### src/sv/tmtc_ram.sv
// Generic single-port-write, single-port-read RAM with registered read data.
// No dependencies.
module tmtc_ram #(
  parameter int WIDTH = 8,
  parameter int DEPTH = 16
) (
  input  logic                             clk,
  input  logic                             we,
  input  logic [$clog2(DEPTH > 1 ? DEPTH : 2)-1:0] waddr,
  input  logic [WIDTH-1:0]                 wdata,
  input  logic [$clog2(DEPTH > 1 ? DEPTH : 2)-1:0] raddr,
  output logic [WIDTH-1:0]                 rdata
);

  logic [WIDTH-1:0] mem [DEPTH];

  always_ff @(posedge clk) begin
    if (we) begin
      mem[waddr] <= wdata;
    end
    rdata <= mem[raddr];
  end

endmodule

### config.mk
export PLATFORM = sky130hd
export DESIGN_NAME = tmtc_ram
export DESIGN_NICKNAME = d
export VERILOG_FILES = /design/src/sv/tmtc_ram.sv
export SDC_FILE = /design/constraint.sdc
export NUM_CORES = 1
export LEC_CHECK = 0
export ABC_CLOCK_PERIOD_IN_PS = 4750
export BUFFER_PORTS_ARGS = -buffer_cell sky130_fd_sc_hd__buf_2
export CORE_MARGIN = 4
export CORE_UTILIZATION = 55
export DETAILED_ROUTE_END_ITERATION = 7
export GPL_TIMING_DRIVEN = 1
export HOLD_SLACK_MARGIN = 0.05
export PLACE_DENSITY = 0.73
export SYNTH_ARGS = -nofsm -noshare
export SYNTH_HDL_FRONTEND = slang
export SYNTH_SLANG_ARGS = --single-unit
### constraint.sdc
create_clock -name clk -period 4.75 [get_ports clk]
set_clock_uncertainty 0.2 [all_clocks]
set_input_delay 0.95 -clock clk [delete_from_list [all_inputs] [get_ports clk]]
set_output_delay 0.95 -clock clk [all_outputs]
set_load 0.02 [all_outputs]
==> key figures, run 1 <==
Layout
  • Commonest non-fill, non-tap cell in the layout: edfxtp_1
  • Multi-input logic area: 0.001067 mm^2
  • Core Util, Final: 0.6453
  • Commonest non-fill, non-tap cells in the layout: edfxtp_1, buf_2, mux4_2
  • Fin nets: 282
  • Area Overhead vs Synth: 15.29%
  • Post-route cell area: 0.005934 mm^2
  • N_diodes: 0
  • Layout cells sized above 1: 0.2816
  • FF+latch area: 0.004004 mm^2
  • Non-filler cells, final: 388
  • Fillers: 608

Route
  • Metal1 wirelength: 4084 um
  • WL/cell: 24.58 um
  • Initial DRT Pass Iterations: 4
  • Met3 WL: 560 um
  • Vias per cell: 6.070
  • ANT nets after route: 0
  • Detailed-route DRC error count: 0
  • Top routing layer used: met4
  • Metal2 WL: between 4000 and 5000 um
  • Via count: 2,355
  • Final WL: 9538 um
  • 1st-iter DRT viols: 200

Critical path
  • CP max-delay cell: nor3_1
  • WP buf/inv: 1
  • Setup crit start kind: input pin
  • Worst EP arrival: 2.59 ns
  • Critical Path Sink Type: flip-flop
  • Largest stage delay on the critical path: 1.01 ns
  • Crit path cell chain: buf_2 -> or3b_2 -> nor3_1
  • Crit path kind: in -> reg
  • Worst-path fanout max: 8
  • Cell family contributing the most delay on the critical path: simple AND/OR/NAND/NOR gates
  • Req. time, crit path: 4.68 ns

Logic synthesis
  • #FFs+latches synth: 136
  • Mapped Area: 0.005147 mm^2
  • Distinct cells, synth: 19
  • Synth Instances: 229
  • Synth Warn #: 0
  • Mapped Avg Cell Area: between 20 and 25 um^2
  • Seq/Total Area, Yosys: 0.7778
  • Mapped Nets: roughly 250

Floorplanning
  • Die Height: 104.7 um
  • Total Die Area: around 0.011 mm^2
  • Starting Density: 0.5597
  • I/O pin cnt: 26
  • Core ar.: roughly 0.009 mm^2
  • Die width: 104.7 um
  • # rows: 35

GRT
  • Largest net degree at the start of global routing: 33
  • Initial antenna violation count: 0
  • Total GRT Usage: 0.1867
  • Gr ovfl total: 0
  • First-pass GRT wire length: 14,360 um
  • Vias in the first global route: 2,354

Power
  • LEAKAGE: between 1.5 and 2 nW
  • Peak supply drop: 0.0002259 V
  • PD cells: 465.4 mW/mm^2

Placement
  • Placed Cells: 356
  • DP Wirelength: 5543 um
  • Gpl congestion: 0.7751
  • Post-DP Area: 0.005343 mm^2
  • I/O Buffers: 25

CTS
  • Clock tree sinks: about 140
  • TritonCTS Buffers: 17
  • Worst-path clk slew: 0.06 ns
  • CTS Buffer Depth: 2
  • Root buffer cell: clkbuf_8
  • PostCTS Resize Cnt: 0
  • Clk_lat worst skew: 0.52 ns
  • CTS tree: built
  • Post-CTS Setup Bufs: 0
  • CTS H-tree depth: 4
  • # hold bufs at CTS: 0

Timing
  • Rel. slew slack: 0.1186
  • Final min period: 2.663 ns
  • Final setup viols: 0
  • Hold slack: approximately 0.47 ns
  • Final Cycle Share: 0.5606
  • Setup TNS: 0 ns
  • Pins over their slew limit: 0
  • Worst-Margin Slew: 1.312 ns
  • RSZ-0062 raised after global routing: false
  • Fmax: 375.6 MHz
  • Fin. Hold Viols: 0

Run
  • Max-cap violations: 0

Status
  • Status: completed

Min path
  • Hold Crit Class: reg -> reg
[sequential cells by signal, indices dropped and copies added (netlist names)]
name	count
mem	128
rdata	8
[final cells by class]
cell class,count,share of cell area
Tap cell,111,0.02340
Timing Repair Buffer,26,0.02235
Multi-Input combinational cell,83,0.1798
Clock inverter,15,0.02994
Sequential cell,136,0.6747
Clock buffer,17,0.06979
[layer usage]
metal  GRT usage  up-vias
met5           0        -
met4     0.06748        0
met3     0.05621       13
met2      0.2832       84
met1      0.2599     1210
li1            -     1048
[cells by family (layout without fill, tap and decap cells)]
kind of cell,after synthesis,after routing,synth area share
buffers and inverters,10,58,0.01677
AND/OR/NAND/NOR,35,35,0.03184
multiplexers,32,32,0.1502
flip-flops,136,136,0.7778
AO/OA/AOI/OAI,16,16,0.02334
[worst reg2reg max path: cells and delay by family (launching register included)]
kind	cells	cell delay, ns
muxes	1	0.52
and+or+nand+nor	1	0.08
AOI/OAI and AO/OA	1	0.28
DFF	1	0.38
[final timing paths]
path | start | to | slack [ns] | depth (start not counted)
max | waddr[2] | mem[0][3] | 2.09 | 3
min | mem[14][3] | rdata[3] | 0.47 | 3
max reg2reg | mem[0][3] | rdata[3] | 3.18 | 3
min reg2reg | mem[14][3] | rdata[3] | 0.47 | 3
[synthesized netlist by cell type]
cell type / n / area share
a22oi_1: 16 / 0.023
nor2b_1: 1 / 0.0012
mux4_2: 18 / 0.079
mux4_1: 14 / 0.071
nand3b_1: 2 / 0.0029
and2b_1: 1 / 0.0015
nand2b_1: 2 / 0.0024
nand3_1: 1 / 0.00097
nand2_1: 9 / 0.0066
edfxtp_1: 128 / 0.75
buf_2: 3 / 0.0029
and2_1: 1 / 0.0012
clkdlybuf4s25_2: 3 / 0.0058
buf_4: 1 / 0.0015
or3b_2: 1 / 0.0017
nor3_1: 4 / 0.0039
buf_6: 3 / 0.0066
nor2_1: 13 / 0.0095
dfxtp_1: 8 / 0.031
[where the power goes]
| part | switching (mW) | internal, mW | total, mW |
|---|---|---|---|
| Combinational | 0.0748 | 0.0479 | 0.123 |
| Sequential | 0.00914 | 1.34 | 1.35 |
| Clock | 0.488 | 0.800 | 1.29 |
[per-stage QoR]
stage,power (mW),setup slack (ns)
floorplan,1.450,2.107
global placement,1.497,1.538
detailed placement,1.501,1.598
CTS,2.782,2.092
global route,2.845,2.030
finish,2.762,2.087
Note: power is estimated with default switching activity, not from simulation.
==> run 2, diff against run 1 <==
ABC_AREA = 1   (was not set)
ABC_CLOCK_PERIOD_IN_PS = 2700   (was 4750)
PLACE_DENSITY = 0.72   (was 0.73)
clock period = 2.7 ns   (was 4.75 ns; I/O delays follow)
==> run 2 against run 1 <==
  * Setup slack got worse by 1.2 ns
  * Register-to-register slack got worse by 1.8 ns
  * Total power increased by 87%
  * Sequential share of layout area decreased by 6.8 points
  * Wire length increased by 33%
  * Die area increased by 11%
==> key figures, run 2 <==
Status
  • Status: completed

Power
  • Internal power: 4.123 mW
  • Clock Power Share: 0.484
  • NetSw: 1.053 mW
  • PD cells: about 780 mW/mm^2
  • Net switching fraction of the power: 0.2034
  • Seq pwr share: 0.459
  • Peak supply drop: ~0.0006 V
  • Logic pwr share: 0.057
  • Overall power: 5.175 mW
  • LEAKAGE: 2.861 nW

Timing
  • Pins over their slew limit: 0
  • Final Cycle Share: 0.6680
  • Final setup viols: 0
  • Fmax: roughly 550 MHz
  • Rel. slew slack: 0.4801
  • Fin. Hold Viols: 0
  • Final min period: 1.804 ns
  • RSZ-0062 raised after global routing: false
  • Worst-Margin Slew: 0.7769 ns
  • Hold slack: 0.1683 ns
  • Setup TNS: 0 ns
  • Setup ws final: ~0.90 ns

Floorplanning
  • Total Die Area: approximately 0.012 mm^2
  • I/O pin cnt: 26
  • Core ar.: 0.01028 mm^2
  • Die Height: 110.4 um
  • Starting Density: 0.5611
  • # rows: 37
  • Die width: 110.4 um

Placement
  • Placed Cells: 694
  • Dpl ws: 0.5971 ns
  • DP Wirelength: 8040 um
  • Gpl congestion: 0.8682
  • I/O Buffers: 25

Layout
  • Layout cells sized above 1: 0.1068
  • Biggest registers after layout: mem: 128 flops, rdata: 8 flops
  • Commonest non-fill, non-tap cell in the layout: nand2_1
  • N_diodes: 0
  • Max reg flops: ~130
  • Top reg by flops: mem
  • Commonest non-fill, non-tap cells in the layout: nand2_1, edfxtp_1, inv_1
  • Area Overhead vs Synth: 14.49%
  • Fin nets: 595
  • Non-filler cells, final: just over 700

Critical path
  • Worst EP arrival: 1.06 ns
  • Largest stage delay on the critical path: 0.36 ns
  • WP buf/inv: 1
  • CP max-delay cell: dfxtp_1
  • Cell family contributing the most delay on the critical path: flip-flops
  • Critical Path Sink Type: output pin
  • Setup crit start kind: flip-flop
  • Crit path cell chain: buf_2
  • Crit path kind: reg -> out
  • Req. time, crit path: 1.96 ns
  • Worst-path fanout max: 1

CTS
  • CTS H-tree depth: 4
  • Post-CTS Setup Bufs: 0
  • CTS Buffer Depth: 2
  • TritonCTS Buffers: 17
  • # hold bufs at CTS: 0
  • PostCTS Resize Cnt: 0
  • Root buffer cell: clkbuf_8
  • Clk_lat worst skew: 0.52 ns
  • CTS tree: built
  • Clock tree sinks: roughly 140
  • Worst-path clk slew: 0.06 ns

Logic synthesis
  • Distinct cells, synth: 12
  • Post-Synth Simple-Gate Area: 0.2105
  • Synth Area in Compound Gates: 0
  • Largest family of logic cells by synthesized area: simple AND/OR/NAND/NOR gates
  • Mux cell area share after synthesis: 0
  • Area share of xor/xnor cells in the synthesized design: 0
  • Number of synthesized flops with an enable pin: 128
  • Area contributors post-synth: edfxtp_1, nand2_1, nand3_1
  • Synth Instances: around 550
  • FFs w/ async S/R, synth: 0
  • Mapped Nets: 569
  • Commonest cells in the netlist: nand2_1, edfxtp_1, inv_1
  • Mapped Area: slightly below 0.006 mm^2
  • Count leader, synth: nand2_1
  • Synth Warn #: 0
  • Synth top area share: 0.6665
  • Seq/Total Area, Yosys: 0.6943
  • #FFs+latches synth: 136
  • Top_reg_cell synth: edfxtp_1
  • Synth area leader: edfxtp_1
  • Adder-cell share of the synthesized area: 0
  • Mapped Avg Cell Area: 10.47 um^2

Route
  • 1st-iter DRT viols: 384
  • Via count: 3,854
  • Initial DRT Pass Iterations: 5
  • WL/cell: 17.47 um
  • ANT nets after route: 0
  • Vias per cell: 5.309
  • Final WL: 12,680 um
  • Detailed-route DRC error count: 0

GRT
  • GR peak layer: met2
  • First-pass GRT wire length: 20,330 um
  • Largest net degree at the start of global routing: 65
  • Initial antenna violation count: 0
  • Grt met2 use: 0.3834
  • Vias in the first global route: 3,842
  • Total GRT Usage: 0.2365
  • M1 GR Usage: 0.3091
  • Met3 usage: 0.05882
  • Gr ovfl total: 0

Min path
  • Hold Crit Class: in -> reg

Run
  • Max-cap violations: 0
==> run 2: worst register-to-register path, stage by stage (launching register included) <==
cell and delay (ns):
edfxtp_1 0.37, inv_1 0.09, nand2_1 0.05, nand3_1 0.10, nand3_1 0.10, nand3_1 0.17
nand2_1 0.08
==> run 2: layout make-up <==
cell class,instances,area [um^2]
inverter,102,382.9
clock buffer,19,421.7
timing repair buffer,31,182.7
multi-input combinational,289,1214
fill,812,3675
tap,136,170.2
sequential,136,4004
clock inverter,13,227.7
==> run 2: cells by family (layout without fill, tap and decap cells) <==
group | after synthesis | after routing
buffers and inverters | 126 | 165
flip-flops | 136 | 136
AND/OR/NAND/NOR | 289 | 289
==> run 2: per-stage QoR <==
stage | area (um^2) | utilization
3_3_place_gp | 5953 | 0.5793
4_1_cts | 6603 | 0.6424
5_1_grt | 6603 | 0.6424
6_report | 6603 | 0.6424
2_1_floorplan | 5767 | -
3_5_place_dp | 5953 | 0.5793
==> run 2: path summary, 6_finish.rpt <==
check                  start       end  slack (ns)  cells past startpoint
hold reg to reg   mem[10][3]  rdata[3]        0.47                      6
setup reg to reg   mem[7][6]  rdata[6]        1.43                      6
setup / recovery    rdata[7]  rdata[7]        0.90                      1
hold / removal      raddr[3]  rdata[3]        0.17                      3
==> run 2: layer usage <==
metal / up-vias / part of all wire
li1: 1823 / -
met2: 187 / 0.49
met4: 0 / 0.020
met5: - / 0
met1: 1819 / 0.41
met3: 25 / 0.080
==> run 2: power groups by stage <==
stage	logic, mW	registers (mW)	clock network, mW
after floorplan	0.167	2.43	0
after CTS	0.294	2.38	2.54
after global placement	0.288	2.42	0
after global routing	0.327	2.38	2.65
final	0.293	2.38	2.51
after detailed placement	0.292	2.42	0
==> run 3, diff against run 2 <==
ABC_CLOCK_PERIOD_IN_PS = 1770   (was 2700)
clock period = 1.77 ns   (was 2.7 ns; I/O delays follow)
==> run 3 against run 2 <==
  * Setup slack got worse by 0.74 ns
  * Highest routed layer unchanged
  * Critical path depth unchanged
  * Total power increased by 45%
  * Largest cell class unchanged
  * Sequential share of layout area decreased by 1.1 points
  * Die area unchanged
  * Largest power group is now sequential cells
  * Register-to-register slack got worse by 0.96 ns
  * Count of clock-buffer cells in the layout decreased by 1
==> key figures, run 3 (synthesis gave the netlist of run 2 again) <==
Status
  • Status: completed

GRT
  • Grt met2 use: 0.3752
  • First-pass GRT wire length: 19,880 um
  • Initial antenna violation count: 0
  • Total GRT Usage: 0.2284
  • GR peak layer: met2
  • Gr ovfl total: 0
  • Met3 usage: 0.03960
  • Vias in the first global route: between 3,000 and 4,000
  • Largest net degree at the start of global routing: 65
  • M1 GR Usage: 0.3083

Route
  • ANT nets after route: 0
  • Initial DRT Pass Iterations: 6
  • Final WL: 12,870 um
  • Via count: ~3,900
  • WL/cell: 17.20 um
  • Vias per cell: 5.275
  • Detailed-route DRC error count: 0
  • 1st-iter DRT viols: 530

Critical path
  • Setup crit start kind: flip-flop
  • Worst Setup SP: rdata[7]
  • Critical Path Sink Type: output pin
  • Crit path cell chain: buf_2
  • Cell family contributing the most delay on the critical path: flip-flops
  • Worst EP arrival: 1.06 ns
  • RR Startpoint: mem[1][0]
  • WP buf/inv: 1
  • Crit path kind: reg -> out
  • Worst-path fanout max: 1
  • CP max-delay cell: dfxtp_1
  • Largest stage delay on the critical path: between 0.3 and 0.4 ns
  • Req. time, crit path: 1.22 ns

Timing
  • Fmax: 620.8 MHz
  • Final min period: 1.611 ns
  • Final Cycle Share: 0.9101
  • Worst-Margin Slew: 0.3748 ns
  • Fin. Hold Viols: 0
  • Pins over their slew limit: 0
  • Final setup viols: 0
  • Setup TNS: 0 ns
  • RSZ-0062 raised after global routing: false
  • Rel. slew slack: 0.7501

Layout
  • Layout cells sized above 1: 0.1340
  • Top reg by flops: mem
  • Commonest non-fill, non-tap cell in the layout: nand2_1
  • Biggest registers after layout: mem: 128 flops, rdata: 8 flops
  • N_diodes: 0
  • Fillers: 822
  • Max reg flops: 128
  • Area Overhead vs Synth: 16.60%
  • Fin nets: 617
  • Post-route cell area: 0.006724 mm^2
  • Commonest non-fill, non-tap cells in the layout: nand2_1, edfxtp_1, inv_1

Power
  • Peak supply drop: 0.0006397 V
  • PD cells: 1116 mW/mm^2
  • LEAKAGE: 2.948 nW

CTS
  • Clk_lat worst skew: 0.51 ns
  • TritonCTS Buffers: 17
  • CTS H-tree depth: 4
  • Clock tree sinks: 136
  • Worst-path clk slew: roughly 0.06 ns
  • PostCTS Resize Cnt: 0
  • CTS tree: built
  • Root buffer cell: clkbuf_8
  • CTS Buffer Depth: 2

Floorplanning
  • # rows: 37
  • Starting Density: 0.5611
  • Die width: between 100 and 150 um
  • Die Height: 110.4 um
  • I/O pin cnt: 26
  • Total Die Area: 0.01219 mm^2
  • Core ar.: 0.01028 mm^2

Min path
  • Hold Crit Class: in -> reg
  • Worst Hold Launch: wdata[5]

Placement
  • DP Wirelength: 7761 um
  • I/O Buffers: 25
  • Post-DP Area: 0.006128 mm^2
  • Gpl congestion: approximately 0.95

Run
  • Max-cap violations: 0
-- run 3: through the flow --
step | worst slack [ns] | std cells | power [mW] | util | hold WS, ns
6_report | 0.1591 | 748 | 7.502 | 0.6542 | 0.06313
5_1_grt | 0.1297 | 748 | 7.731 | 0.6542 | 0.05845
2_1_floorplan | 0.2652 | 551 | 3.965 | - | 0.2529
3_5_place_dp | 0.1415 | 714 | 4.156 | 0.5963 | 0.4480
4_1_cts | 0.1439 | 748 | 7.529 | 0.6542 | 0.05088
3_3_place_gp | 0.1773 | 714 | 4.143 | 0.5963 | 0.4502
-- run 3: per-layer routing --
layer | routed length [um] | vias up
li1 | - | 1869
met1 | 5251 | 1872
met2 | 6333 | 184
met3 | 1006 | 21
met4 | 276 | 0
met5 | 0 | -
-- run 3: cell type report --
| type | count | area, um^2 | area share |
|---|---|---|---|
| Clock buffer | 18 | 417.9 | 0.06215 |
| Clock inverter | 14 | 157.7 | 0.02345 |
| Inverter | 102 | 382.9 | 0.05694 |
| Multi-Input combinational cell | 289 | 1214 | 0.1805 |
| Sequential cell | 136 | 4004 | 0.5955 |
| Tap cell | 136 | 170.2 | 0.02531 |
| Timing Repair Buffer | 53 | 377.9 | 0.05620 |
-- run 3: worst paths after layout --
kind                                   to  slack [ns]  depth (start not counted)
worst max-delay path             rdata[7]        0.16                          1
worst min-delay path            mem[0][5]        0.06                          1
worst max register to register   rdata[0]        0.47                          6
worst min register to register   rdata[5]        0.47                          6
-- run 3: where the power goes --
part,switching [mW],leakage [nW],internal [mW]
clock,1.28,0.275,2.13
combinational,0.333,1.45,0.144
sequential,0.0212,1.22,3.60
-- run 3: what timing repair did --
item                                   4_1_cts  5_1_grt
hold buffers                                 2        0
buffers inserted                             0        0
endpoints found under the hold margin        9        0
