`config.mk`:
```
export PLATFORM = sky130hd
export DESIGN_NAME = tmtc_seg_unit
export DESIGN_NICKNAME = d
export VERILOG_FILES = /design/src/sv/tmtc_pkg.sv /design/src/sv/tmtc_seg_unit.sv
export SDC_FILE = /design/constraint.sdc
export NUM_CORES = 1
export LEC_CHECK = 0
export BUFFER_PORTS_ARGS = -buffer_cell sky130_fd_sc_hd__buf_2
export CORE_UTILIZATION = 55
export DETAILED_ROUTE_END_ITERATION = 6
export PLACE_DENSITY = 0.77
export SLEW_MARGIN = 20
export SYNTH_ARGS = -nofsm -noshare
export SYNTH_HDL_FRONTEND = slang
export SYNTH_SLANG_ARGS = --single-unit
```
`constraint.sdc`:
```
create_clock -name clk -period 7.5 [get_ports clk]
set_input_delay 1.5 -clock clk [delete_from_list [all_inputs] [get_ports clk]]
set_output_delay 1.5 -clock clk [all_outputs]
set_load 0.02 [all_outputs]
```
`src/sv/tmtc_pkg.sv`:
```
// Shared types and constants for the tempo map tick/time converter.
// No dependencies.
package tmtc_pkg;

  localparam logic [1:0] OP_CLEAR  = 2'd0;
  localparam logic [1:0] OP_APPEND = 2'd1;
  localparam logic [1:0] OP_T2US   = 2'd2;
  localparam logic [1:0] OP_US2T   = 2'd3;

  localparam logic [17:0] DEFAULT_BPM_RAW = 18'd30720;  // 120.0 bpm in UQ10.8
  localparam logic [25:0] US_PER_MINUTE   = 26'd60000000;
  localparam logic [62:0] SAT63           = {63{1'b1}};

  typedef logic [62:0] us_t;
  typedef logic [30:0] tick_t;

endpackage

```
`src/sv/tmtc_seg_unit.sv`:
```
// Segment duration unit: floor(dt * 60e6 * 256 / (bpm * TPQ)), saturated to 63 bits.
// Two multipliers in one registered stage, then a 65-step restoring divider.
// Depends on tmtc_pkg.
module tmtc_seg_unit import tmtc_pkg::*; #(
  parameter int TICKS_PER_QUARTER = 480
) (
  input  logic        clk,
  input  logic        rst_n,
  input  logic        start,
  input  logic [30:0] dt,
  input  logic [17:0] bpm,
  output logic        done,
  output us_t         seg_us
);

  localparam logic [1:0] SU_IDLE = 2'd0;
  localparam logic [1:0] SU_MUL  = 2'd1;
  localparam logic [1:0] SU_DIV  = 2'd2;
  localparam logic [15:0] TPQ = 16'(TICKS_PER_QUARTER);

  logic [1:0]  state_r, state_nxt;
  logic [30:0] dt_r;
  logic [17:0] bpm_r;
  logic [64:0] num_r, num_nxt;   // dividend, quotient shifts in from the bottom
  logic [33:0] den_r, den_nxt;
  logic [33:0] rem_r, rem_nxt;
  logic [6:0]  cnt_r, cnt_nxt;
  logic        done_r, done_nxt;
  logic [34:0] rem_sh;
  logic [56:0] prod;

  assign prod   = dt_r * US_PER_MINUTE;
  assign rem_sh = {rem_r, num_r[64]};

  always_comb begin
    state_nxt = state_r;
    num_nxt   = num_r;
    den_nxt   = den_r;
    rem_nxt   = rem_r;
    cnt_nxt   = cnt_r;
    done_nxt  = 1'b0;
    unique case (state_r)
      SU_IDLE: begin
        if (start) state_nxt = SU_MUL;
      end
      SU_MUL: begin
        num_nxt   = {prod, 8'd0};
        den_nxt   = bpm_r * TPQ;
        rem_nxt   = '0;
        cnt_nxt   = 7'd0;
        state_nxt = SU_DIV;
      end
      SU_DIV: begin
        if (rem_sh >= {1'b0, den_r}) begin
          rem_nxt = 34'(rem_sh - {1'b0, den_r});
          num_nxt = {num_r[63:0], 1'b1};
        end else begin
          rem_nxt = rem_sh[33:0];
          num_nxt = {num_r[63:0], 1'b0};
        end
        cnt_nxt = cnt_r + 7'd1;
        if (cnt_r == 7'd64) begin
          done_nxt  = 1'b1;
          state_nxt = SU_IDLE;
        end
      end
      default: state_nxt = SU_IDLE;
    endcase
  end

  always_ff @(posedge clk) begin
    if (!rst_n) begin
      state_r <= SU_IDLE;
      done_r  <= 1'b0;
    end else begin
      state_r <= state_nxt;
      done_r  <= done_nxt;
    end
    if (start && state_r == SU_IDLE) begin
      dt_r  <= dt;
      bpm_r <= bpm;
    end
    num_r <= num_nxt;
    den_r <= den_nxt;
    rem_r <= rem_nxt;
    cnt_r <= cnt_nxt;
  end

  assign done   = done_r;
  assign seg_us = (num_r[64:63] != 2'b00) ? SAT63 : num_r[62:0];

endmodule

```
==> parameters.txt, run 1 <==
Parameter                              Value

Clock tree
  Worst-Skew Late Latency ... between 400 and 500 ps
  Clk pin slew, worst setup/hold paths ... roughly 80 ps
  Buffers from clock root to sink, at most ... 2
  Clock root buffer master ... clkbuf_16
  Buffers inserted during post-CTS setup optimization ... 0
  Number of buffers added to fix hold violations after cts ... 0
  CTS tree ... built
  Number of buffers added by the clock tree synthesis step ... 17
  Number of H-tree levels ... 4
  Post_cts resized ... 0
  CTS Sinks ... 180

STA
  Clock skew ... approximately 13 ps
  Part of the cycle the worst path needs ... between 80% and 90%
  Setup TNS ... 0 ps
  Final setup violation count ... 0
  Worst-Margin Slew ... 1030 ps
  F_max ... roughly 150 MHz
  Final Hold Vio Count ... 0
  Relative slew slack ... between 30% and 40%
  Setup repair after global routing missed its margin ... no
  Shortest clock period the worst path allows after layout ... between 6000 and 7000 ps
  Final hold slack ... 555 ps
  Number of max-slew violations in the final report ... 0

Routing
  Routed length per instance ... ~18 um
  Routed wire length ... 45200 um
  Count of routing violations after the opening detailed-route iteration ... 1040
  Mean number of vias per cell ... ~5.7
  Total iterations of the first detailed-routing run ... 5
  Antenna Nets Post-Route ... 0
  Count of unresolved DRC violations after routing ... 0
  Vias ... around 14000

Final layout
  Post-layout instance area ... about 21000 sq um
  Final nets ... approximately 2600
  Relative area change from synthesis to final layout ... 7.75%
  Post-Route Utilization ... around three fifths
  Proportion of layout cells with a drive suffix above 1 ... under 10%
  Antenna Cells ... 0

Floorplanning
  Cell Rows ... roughly 70
  Horizontal die dimension ... a little under 200 um
  Die Footprint ... 37000 sq um
  # IOs ... about 120
  Die height ... slightly below 200 um
  Initial core utilization ... 56.0%
  Core Area ... 35600 sq um

Synthesis
  Top post-synthesis cells by area ... edfxtp_1 (27%), fa_1 (22%), ha_1 (17%)
  Library cell occupying the most area in the post-synthesis netlist ... edfxtp_1
  Number of warnings reported in the yosys synthesis log ... 0
  Cell count after synthesis ... 1925
  Share of the synthesized area in the top cell type ... 26.7%
  Cell variety after synth ... 73
  Post-synth ARST share ... 0%
  Syn nets ... roughly 2500
  Part of the Yosys area used for sequential elements ... 27.0%
  Top post-synthesis cells by count ... inv_1 (335), ha_1 (277), fa_1 (221)
  Most frequent cell after synthesis ... inv_1
  Number of register bits inferred by synthesis ... 180
  Number of synthesized flops with an enable pin ... between 150 and 200
  Cell area after synthesis ... 19900 sq um
  Syn Area/Cell ... ~10 sq um
  Top FF cell, synth ... edfxtp_1

Worst hold path
  Hold depth ... 2
  Path class of the lowest-slack min-delay path ... reg2reg
  Origin of the worst min-delay path ... num_r[44]$_DFFE_PP_
  Worst Hold End ... num_r[45]$_DFFE_PP_

Global route
  Pin count of the biggest net entering global routing ... 93
  Wire length of the first global-routing pass ... around 72000 um
  Vias in the first global route ... 13984
  Total gr overflow ... 0
  Number of antenna violations at the first check in global routing ... 1
  Overall Global Routing Usage ... between 20% and 30%

Run status
  Status ... complete, no violations

Critical path
  Class of the most critical setup path ... reg2reg
  Highest net fanout along the worst path ... 7
  Worst r2r path cells ... 19
  Delay of the slowest cell on the worst path ... approximately 630 ps
  Critical Path AT ... approximately 6900 ps
  Critical register-to-register path startpoint ... dt_r[9]$_DFFE_PP_
  Cell repeated most along the worst path ... fa_1
  Reg-to-reg setup timing slack ... about 860 ps
  CP required ... roughly 7800 ps
  Cell-by-cell listing of the critical path ... fa_1, inv_1, fa_1, inv_1, fa_1, inv_1, fa_1, fa_1, fa_1, inv_1, ha_1, and2_1, a221oi_1, o21ai_0, a21boi_0, o21ai_0, o21ai_0, a21boi_0, o31ai_1
  Worst-path cell with the longest stage delay ... fa_1
  Type of element capturing the critical path ... register
  Nature of the critical path startpoint ... register
  R2r endpoint ... num_r[59]$_DFFE_PP_

Placement
  Detail Placement HPWL ... ~36000 um
  Routability congestion estimate from global placement ... 0.990
  Port buffer count ... ~120
  Post-placement cell area ... 20900 sq um

Job
  Max-cap violations ... 0
## state kept, by name (all words and copies together), names as in the netlist
| name | count |
|---|---|
| cnt_r | 7 |
| state_r | 2 |
| num_r | 65 |
| den_r | 22 |
| rem_r | 34 |
| dt_r | 31 |
| done | 1 |
| bpm_r | 18 |
## how the worst max path moves through the flow
stage	startpoint	to	slack, ps
after global placement	dt_r[9]$_DFFE_PP_	num_r[59]$_DFFE_PP_	1070
after CTS	dt_r[9]$_DFFE_PP_	num_r[59]$_DFFE_PP_	880
after detailed placement	dt_r[8]$_DFFE_PP_	num_r[59]$_DFFE_PP_	890
final	dt_r[9]$_DFFE_PP_	num_r[59]$_DFFE_PP_	860
after floorplan	dt_r[2]$_DFFE_PP_	num_r[40]$_DFFE_PP_	1700
after global routing	dt_r[9]$_DFFE_PP_	num_r[59]$_DFFE_PP_	530
## metrics by stage
step	std cells	setup slack, ps
floorplan	1925	1700
global placement	2454	1070
detailed placement	2454	891
CTS	2484	878
global route	2484	534
finish	2484	856
## layer usage
| metal | part of all wire, % | track usage [%] |
|---|---|---|
| met5 | 0 | 0 |
| met4 | 2.4 | 7.81 |
| met3 | 7.0 | 4.81 |
| met2 | 45 | 39.1 |
| met1 | 46 | 36.3 |
## placed cells by master (no fill, tap or decap), types with 13 or more instances in the layout
| master | instances |
|---|---|
| buf_2 | 115 |
| a211oi_1 | 14 |
| nand3_1 | 19 |
| ha_1 | 274 |
| nand2_1 | 138 |
| edfxtp_1 | 177 |
| and2_1 | 31 |
| nor3_1 | 17 |
| clkbuf_16 | 17 |
| o21ai_0 | 82 |
| xor2_1 | 26 |
| a21oi_1 | 105 |
| xnor2_1 | 36 |
| nand4_1 | 13 |
| or3_1 | 71 |
| fa_1 | 221 |
| inv_1 | 335 |
| nor2_1 | 73 |
| a21o_1 | 36 |
## cells by family (layout without fill, tap and decap cells)
logic type	Yosys count	in the layout	share of synthesized area (%)
adder cells (fa/ha/maj)	498	498	39.6
AND/OR/NAND/NOR	426	426	10.7
buffers and inverters	388	486	7.49
AO/OA/AOI/OAI	354	354	11.5
flip-flops	180	180	27.0
XOR/XNOR	62	62	2.73
multiplexers	17	17	0.911
## final cells by class
class | count | area [sq um]
Sequential cell | 180 | 5380
Multi-Input combinational cell | 1357 | 13100
Clock buffer | 18 | 429
Fill cell | 2934 | 14100
Inverter | 335 | 1260
Timing Repair Buffer | 121 | 621
Clock inverter | 12 | 120
Tap cell | 461 | 577
## critical path: cells and delay by family, from the launching register on
kind	cells	cell delay, ps
AND/OR/NAND/NOR	1	170
buffers and inverters	4	250
adder cells (fa/ha/maj)	7	3600
flip-flops	1	570
AO/OA/AOI/OAI	7	1860
Power of run 1 is left out: the tool's default activity adds up to more than one toggle a clock period on the data nets, which glitch-free logic cannot reach.
==> run 2: changes to the inputs <==
--- a/config.mk
+++ b/config.mk
@@ -6,9 +6,9 @@
 export NUM_CORES = 1
 export LEC_CHECK = 0
 export BUFFER_PORTS_ARGS = -buffer_cell sky130_fd_sc_hd__buf_2
-export CORE_UTILIZATION = 55
+export CORE_UTILIZATION = 53
 export DETAILED_ROUTE_END_ITERATION = 6
-export PLACE_DENSITY = 0.77
+export PLACE_DENSITY = 0.75
 export SLEW_MARGIN = 20
 export SYNTH_ARGS = -nofsm -noshare
 export SYNTH_HDL_FRONTEND = slang
==> parameters.txt, run 2 (synthesis results as in run 1) <==
Parameter                              Value

Critical path
  Worst setup path startpoint ... dt_r[8]$_DFFE_PP_
  CP required ... 7770 ps (about the same)
  Highest net fanout along the worst path ... 7 (unchanged)
  Worst r2r path cells ... 19 (unchanged)
  Type of element capturing the critical path ... register
  Critical register-to-register path startpoint ... dt_r[8]$_DFFE_PP_
  Critical Path AT ... 6870 ps (-50 ps)
  Nature of the critical path startpoint ... register
  Class of the most critical setup path ... reg2reg

STA
  Relative slew slack ... 28.7% (-1.5 points)
  Setup repair after global routing missed its margin ... no
  Number of max-slew violations in the final report ... 0 (unchanged)
  Part of the cycle the worst path needs ... 88.0% (-0.58 points)
  Final setup violation count ... 0 (unchanged)
  Setup TNS ... 0 ps (unchanged)
  F_max ... 151 MHz (+0.66%)
  Shortest clock period the worst path allows after layout ... 6600 ps (-43.7 ps)
  Clock skew ... 19.9 ps (+7.35 ps)
  Final Hold Vio Count ... 0 (unchanged)
  Worst-Margin Slew ... 1060 ps (+22.1 ps)

Global route
  Global routing usage on met3 ... 4.16% (-0.65 points)
  Wire length of the first global-routing pass ... 74900 um (+3.8%)
  Pin count of the biggest net entering global routing ... 89 (-4.3%)
  Vias in the first global route ... 14527 (+3.9%)
  Global-route track usage on met1 ... 35.5% (-0.86 points)
  Met2 layer usage reported by global route ... 39.9% (+0.83 points)
  Overall Global Routing Usage ... 24.9% (-0.52 points)
  Number of antenna violations at the first check in global routing ... 0 (-1)
  Busiest layer in global routing ... met2
  Total gr overflow ... 0 (unchanged)

Job
  Max-cap violations ... 0 (unchanged)

Final layout
  Final nets ... 2563 (+0.039%)
  Filler Cells Inserted ... 3088 (+5.2%)
  Seq. cell area ... 5380 sq um (unchanged)
  Most common cell after layout, fill and taps aside ... inv_1
  Biggest registers after layout ... num_r (65), rem_r (34), dt_r (31)
  Flip-flop count of the largest register, all copies and words added ... 65 (unchanged)
  Antenna Cells ... 0 (unchanged)
  Most flops, register ... num_r
  Commonest cells after routing, fill and taps aside ... inv_1 (335), ha_1 (274), fa_1 (221)
  Area occupied by multi-input gates ... 13100 sq um (unchanged)
  Relative area change from synthesis to final layout ... 8.19%
  Proportion of layout cells with a drive suffix above 1 ... 8.98% (+0.23 points)

Placement
  Routability congestion estimate from global placement ... 0.968 (-2.2%)
  Detail Placement HPWL ... 37200 um (+2.1%)
  Port buffer count ... 115 (unchanged)

Floorplanning
  # IOs ... 116 (unchanged)
  Die height ... 196 um (+1.9%)
  Die Footprint ... 38300 sq um (+3.7%)
  Horizontal die dimension ... 196 um (+1.9%)
  Initial core utilization ... 54.1% (-1.9 points)
  Core Area ... 36800 sq um (+3.4%)
  Cell Rows ... 70 (+1.4%)

Routing
  Antenna Nets Post-Route ... 0 (unchanged)
  Total iterations of the first detailed-routing run ... 5 (unchanged)
  Routed wire length ... 46300 um (+2.5%)
  Mean number of vias per cell ... 5.72 (-0.39%)
  Count of routing violations after the opening detailed-route iteration ... 1160 (+12%)
  Vias ... 14254 (+0.014%)
  Count of unresolved DRC violations after routing ... 0 (unchanged)
  Routed length per instance ... 18.6 um (+2.1%)

Clock tree
  CTS tree ... built
  Clock root buffer master ... clkbuf_16
  Post_cts resized ... 0 (unchanged)
  Number of buffers added to fix hold violations after cts ... 0 (unchanged)
  Buffers inserted during post-CTS setup optimization ... 0 (unchanged)
  Worst-Skew Late Latency ... 480 ps (+20 ps)
  CTS Sinks ... 180 (unchanged)
  Clk pin slew, worst setup/hold paths ... 80 ps (about the same)
  Number of buffers added by the clock tree synthesis step ... 17 (unchanged)
  Buffers from clock root to sink, at most ... 2 (unchanged)
  Number of H-tree levels ... 4 (unchanged)

Worst hold path
  Origin of the worst min-delay path ... num_r[6]$_SDFFCE_PN0P_
  Path class of the lowest-slack min-delay path ... reg2reg
  Hold depth ... 1 (-1)

Run status
  Status ... complete, no violations
==> run 2: cell count changes in the layout (fill, tap and decap cells not counted) <==
cell and change:
clkinv_8 +5, clkbuf_1 -1, clkinv_4 +3, clkinv_1 -1, inv_12 +1, clkinv_2 -1, buf_6 +1, bufinv_16 -1
buf_4 -1, inv_8 +2, buf_8 +1, inv_6 -5
==> run 2: final cells by class <==
type,instances,area share (%)
inverters,335,5.84
multi-input cells,1357,60.7
clock inverters,15,0.854
well taps,468,2.72
flip-flops and latches,180,25.0
clock buffers,17,1.98
repair buffers,122,2.97
==> run 2: path summary, 6_finish.rpt <==
check / end / slack, ps
worst max register to register: num_r[59]$_DFFE_PP_ / 900
worst max-delay path: num_r[59]$_DFFE_PP_ / 900
worst min register to register: num_r[7]$_SDFFCE_PN0P_ / 550
worst min-delay path: num_r[7]$_SDFFCE_PN0P_ / 550
==> run 2: per-layer routing <==
metal	wire length (um)	up-vias
li1	-	6751
met4	801	0
met1	21400	7040
met2	21400	400
met5	0	-
met3	2730	63
==> run 2: critical path, cell delays in order, from the launching register on <==
cell and delay (ps):
edfxtp_1 570, fa_1 630, inv_1 60, fa_1 500, inv_1 60, fa_1 510
inv_1 60, fa_1 500, fa_1 520, fa_1 540, inv_1 40, ha_1 390
and2_1 190, a221oi_1 490, o21ai_0 150, a21boi_0 340, o21ai_0 170, o21ai_0 240
a21boi_0 140, o31ai_1 310
==> run 2: through the flow <==
stage                     cells  instance area (sq um)  utilization (%)  setup slack (ps)  hold slack, ps
after floorplan            1925                  19900                -              1700             499
after global placement     2461                  20900             56.8              1090             529
after detailed placement   2461                  20900             56.8              1020             539
after CTS                  2493                  21500             58.5               976             555
after global routing       2494                  21500             58.5               583             567
final                      2494                  21500             58.5               899             552
Power of run 2 is left out for the same reason.
==> run 3: changes to the inputs <==
--- a/config.mk
+++ b/config.mk
@@ -5,10 +5,10 @@
 export SDC_FILE = /design/constraint.sdc
 export NUM_CORES = 1
 export LEC_CHECK = 0
-export BUFFER_PORTS_ARGS = -buffer_cell sky130_fd_sc_hd__buf_2
 export CORE_UTILIZATION = 53
 export DETAILED_ROUTE_END_ITERATION = 6
-export PLACE_DENSITY = 0.75
+export DONT_BUFFER_PORTS = 1
+export PLACE_DENSITY = 0.7
 export SLEW_MARGIN = 20
 export SYNTH_ARGS = -nofsm -noshare
 export SYNTH_HDL_FRONTEND = slang
==> parameters.txt, run 3 (synthesis results as in run 1) <==
Parameter                              Value

Placement
  Detail Placement HPWL ... 36900 um (-0.81%)
  Post-placement cell area ... 20300 sq um (-2.8%)
  Routability congestion estimate from global placement ... 0.971 (+0.32%)
  Worst slack at placement ... 1010 ps (-6.72 ps)
  Port buffer count ... 0 (-100%)

Critical path
  Highest net fanout along the worst path ... 7 (unchanged)
  Nature of the critical path startpoint ... register
  Class of the most critical setup path ... reg2reg
  CP required ... 7770 ps (about the same)
  Type of element capturing the critical path ... register
  Critical Path AT ... 6770 ps (-100 ps)

Final layout
  Proportion of layout cells with a drive suffix above 1 ... 3.40% (-5.6 points)
  Filler Cells Inserted ... 3192 (+3.4%)
  Seq. cell area ... 5380 sq um (unchanged)
  Flip-flop count of the largest register, all copies and words added ... 65 (unchanged)
  Area occupied by multi-input gates ... 13100 sq um (unchanged)
  Post-layout instance area ... 20900 sq um (-2.8%)
  Relative area change from synthesis to final layout ... 5.12%
  Commonest cells after routing, fill and taps aside ... inv_1 (335), ha_1 (274), fa_1 (221)
  Most common cell after layout, fill and taps aside ... inv_1
  Most flops, register ... num_r
  Antenna Cells ... 0 (unchanged)
  Biggest registers after layout ... num_r (65), rem_r (34), dt_r (31)
  Final nets ... 2447 (-4.5%)

STA
  Final setup violation count ... 0 (unchanged)
  Part of the cycle the worst path needs ... 86.7% (-1.3 points)
  Final Hold Vio Count ... 0 (unchanged)
  Relative slew slack ... 29.3% (+0.57 points)
  Setup TNS ... 0 ps (unchanged)
  Final critical-path setup slack ... 999 ps (+100 ps)
  Final hold slack ... 551 ps (-1.71 ps)
  Number of max-slew violations in the final report ... 0 (unchanged)
  Clock skew ... 10.3 ps (-9.57 ps)
  Setup repair after global routing missed its margin ... no
  Shortest clock period the worst path allows after layout ... 6500 ps (-100 ps)
  F_max ... 154 MHz (+1.5%)
  Worst-Margin Slew ... 1060 ps (+1.92 ps)

Global route
  Wire length of the first global-routing pass ... 73400 um (-2.0%)
  Total gr overflow ... 0 (unchanged)
  Met2 layer usage reported by global route ... 36.4% (-3.5 points)
  Pin count of the biggest net entering global routing ... 83 (-6.7%)
  Global-route track usage on met1 ... 36.6% (+1.1 points)
  Overall Global Routing Usage ... 24.6% (-0.26 points)
  Vias in the first global route ... 13741 (-5.4%)
  Busiest layer in global routing ... met1
  Number of antenna violations at the first check in global routing ... 0 (unchanged)
  Global routing usage on met3 ... 5.78% (+1.6 points)

Routing
  Total iterations of the first detailed-routing run ... 5 (unchanged)
  Vias ... 13682 (-4.0%)
  Count of routing violations after the opening detailed-route iteration ... 910 (-22%)
  Mean number of vias per cell ... 5.75 (+0.67%)
  Antenna Nets Post-Route ... 0 (unchanged)
  Count of unresolved DRC violations after routing ... 0 (unchanged)
  Routed wire length ... 45400 um (-2.0%)
  Routed length per instance ... 19.1 um (+2.8%)

Floorplanning
  Core Area ... 36800 sq um (unchanged)
  Die Footprint ... 38300 sq um (unchanged)
  Cell Rows ... 70 (unchanged)
  Die height ... 196 um (unchanged)
  Initial core utilization ... 54.1% (unchanged)
  Horizontal die dimension ... 196 um (unchanged)
  # IOs ... 116 (unchanged)

Job
  Max-cap violations ... 0 (unchanged)

Clock tree
  Clk pin slew, worst setup/hold paths ... 80 ps (about the same)
  Buffers from clock root to sink, at most ... 2 (unchanged)
  Number of H-tree levels ... 4 (unchanged)
  Number of buffers added by the clock tree synthesis step ... 17 (unchanged)
  CTS Sinks ... 180 (unchanged)
  Buffers inserted during post-CTS setup optimization ... 0 (unchanged)
  Number of buffers added to fix hold violations after cts ... 0 (unchanged)
  Post_cts resized ... 0 (unchanged)
  Worst-Skew Late Latency ... 450 ps (-30 ps)
  CTS tree ... built
  Clock root buffer master ... clkbuf_16

Run status
  Status ... complete, no violations

Worst hold path
  Path class of the lowest-slack min-delay path ... reg2reg
run 3: final timing paths:
check	start	end	slack [ps]	cells after the start
max	dt_r[8]$_DFFE_PP_	num_r[55]$_DFFE_PP_	1000	19
min	num_r[47]$_DFFE_PP_	num_r[48]$_DFFE_PP_	550	2
max reg2reg	dt_r[8]$_DFFE_PP_	num_r[55]$_DFFE_PP_	1000	19
min reg2reg	num_r[47]$_DFFE_PP_	num_r[48]$_DFFE_PP_	550	2
run 3: layout make-up:
| type | instances | area share [%] |
|---|---|---|
| clock buffers | 17 | 2.03 |
| clock inverters | 15 | 0.795 |
| inverters | 335 | 6.01 |
| multi-input cells | 1357 | 62.5 |
| flip-flops and latches | 180 | 25.7 |
| well taps | 468 | 2.80 |
| repair buffers | 6 | 0.215 |
run 3: metal layers:
metal / wire [um] / vias up
li1: - / 6519
met3: 3230 / 49
met5: 0 / -
met1: 21500 / 6736
met4: 752 / 0
met2: 20000 / 378
run 3: worst max-delay path: stages (launching register included):
cell	delay, ps
edfxtp_1	580
fa_1	650
inv_1	60
fa_1	490
inv_1	60
fa_1	520
inv_1	60
fa_1	500
fa_1	520
fa_1	540
inv_1	40
ha_1	390
and2_1	190
a221oi_1	470
o21ai_0	140
a21boi_0	340
o21ai_0	160
o21ai_0	240
a21oi_1	110
a311oi_1	280
run 3: stage by stage:
step                cells  util [%]
floorplan            1925         -
global placement     2346      55.3
detailed placement   2346      55.3
CTS                  2378      56.9
global route         2378      56.9
finish               2378      56.9
Power of run 3 is left out for the same reason.
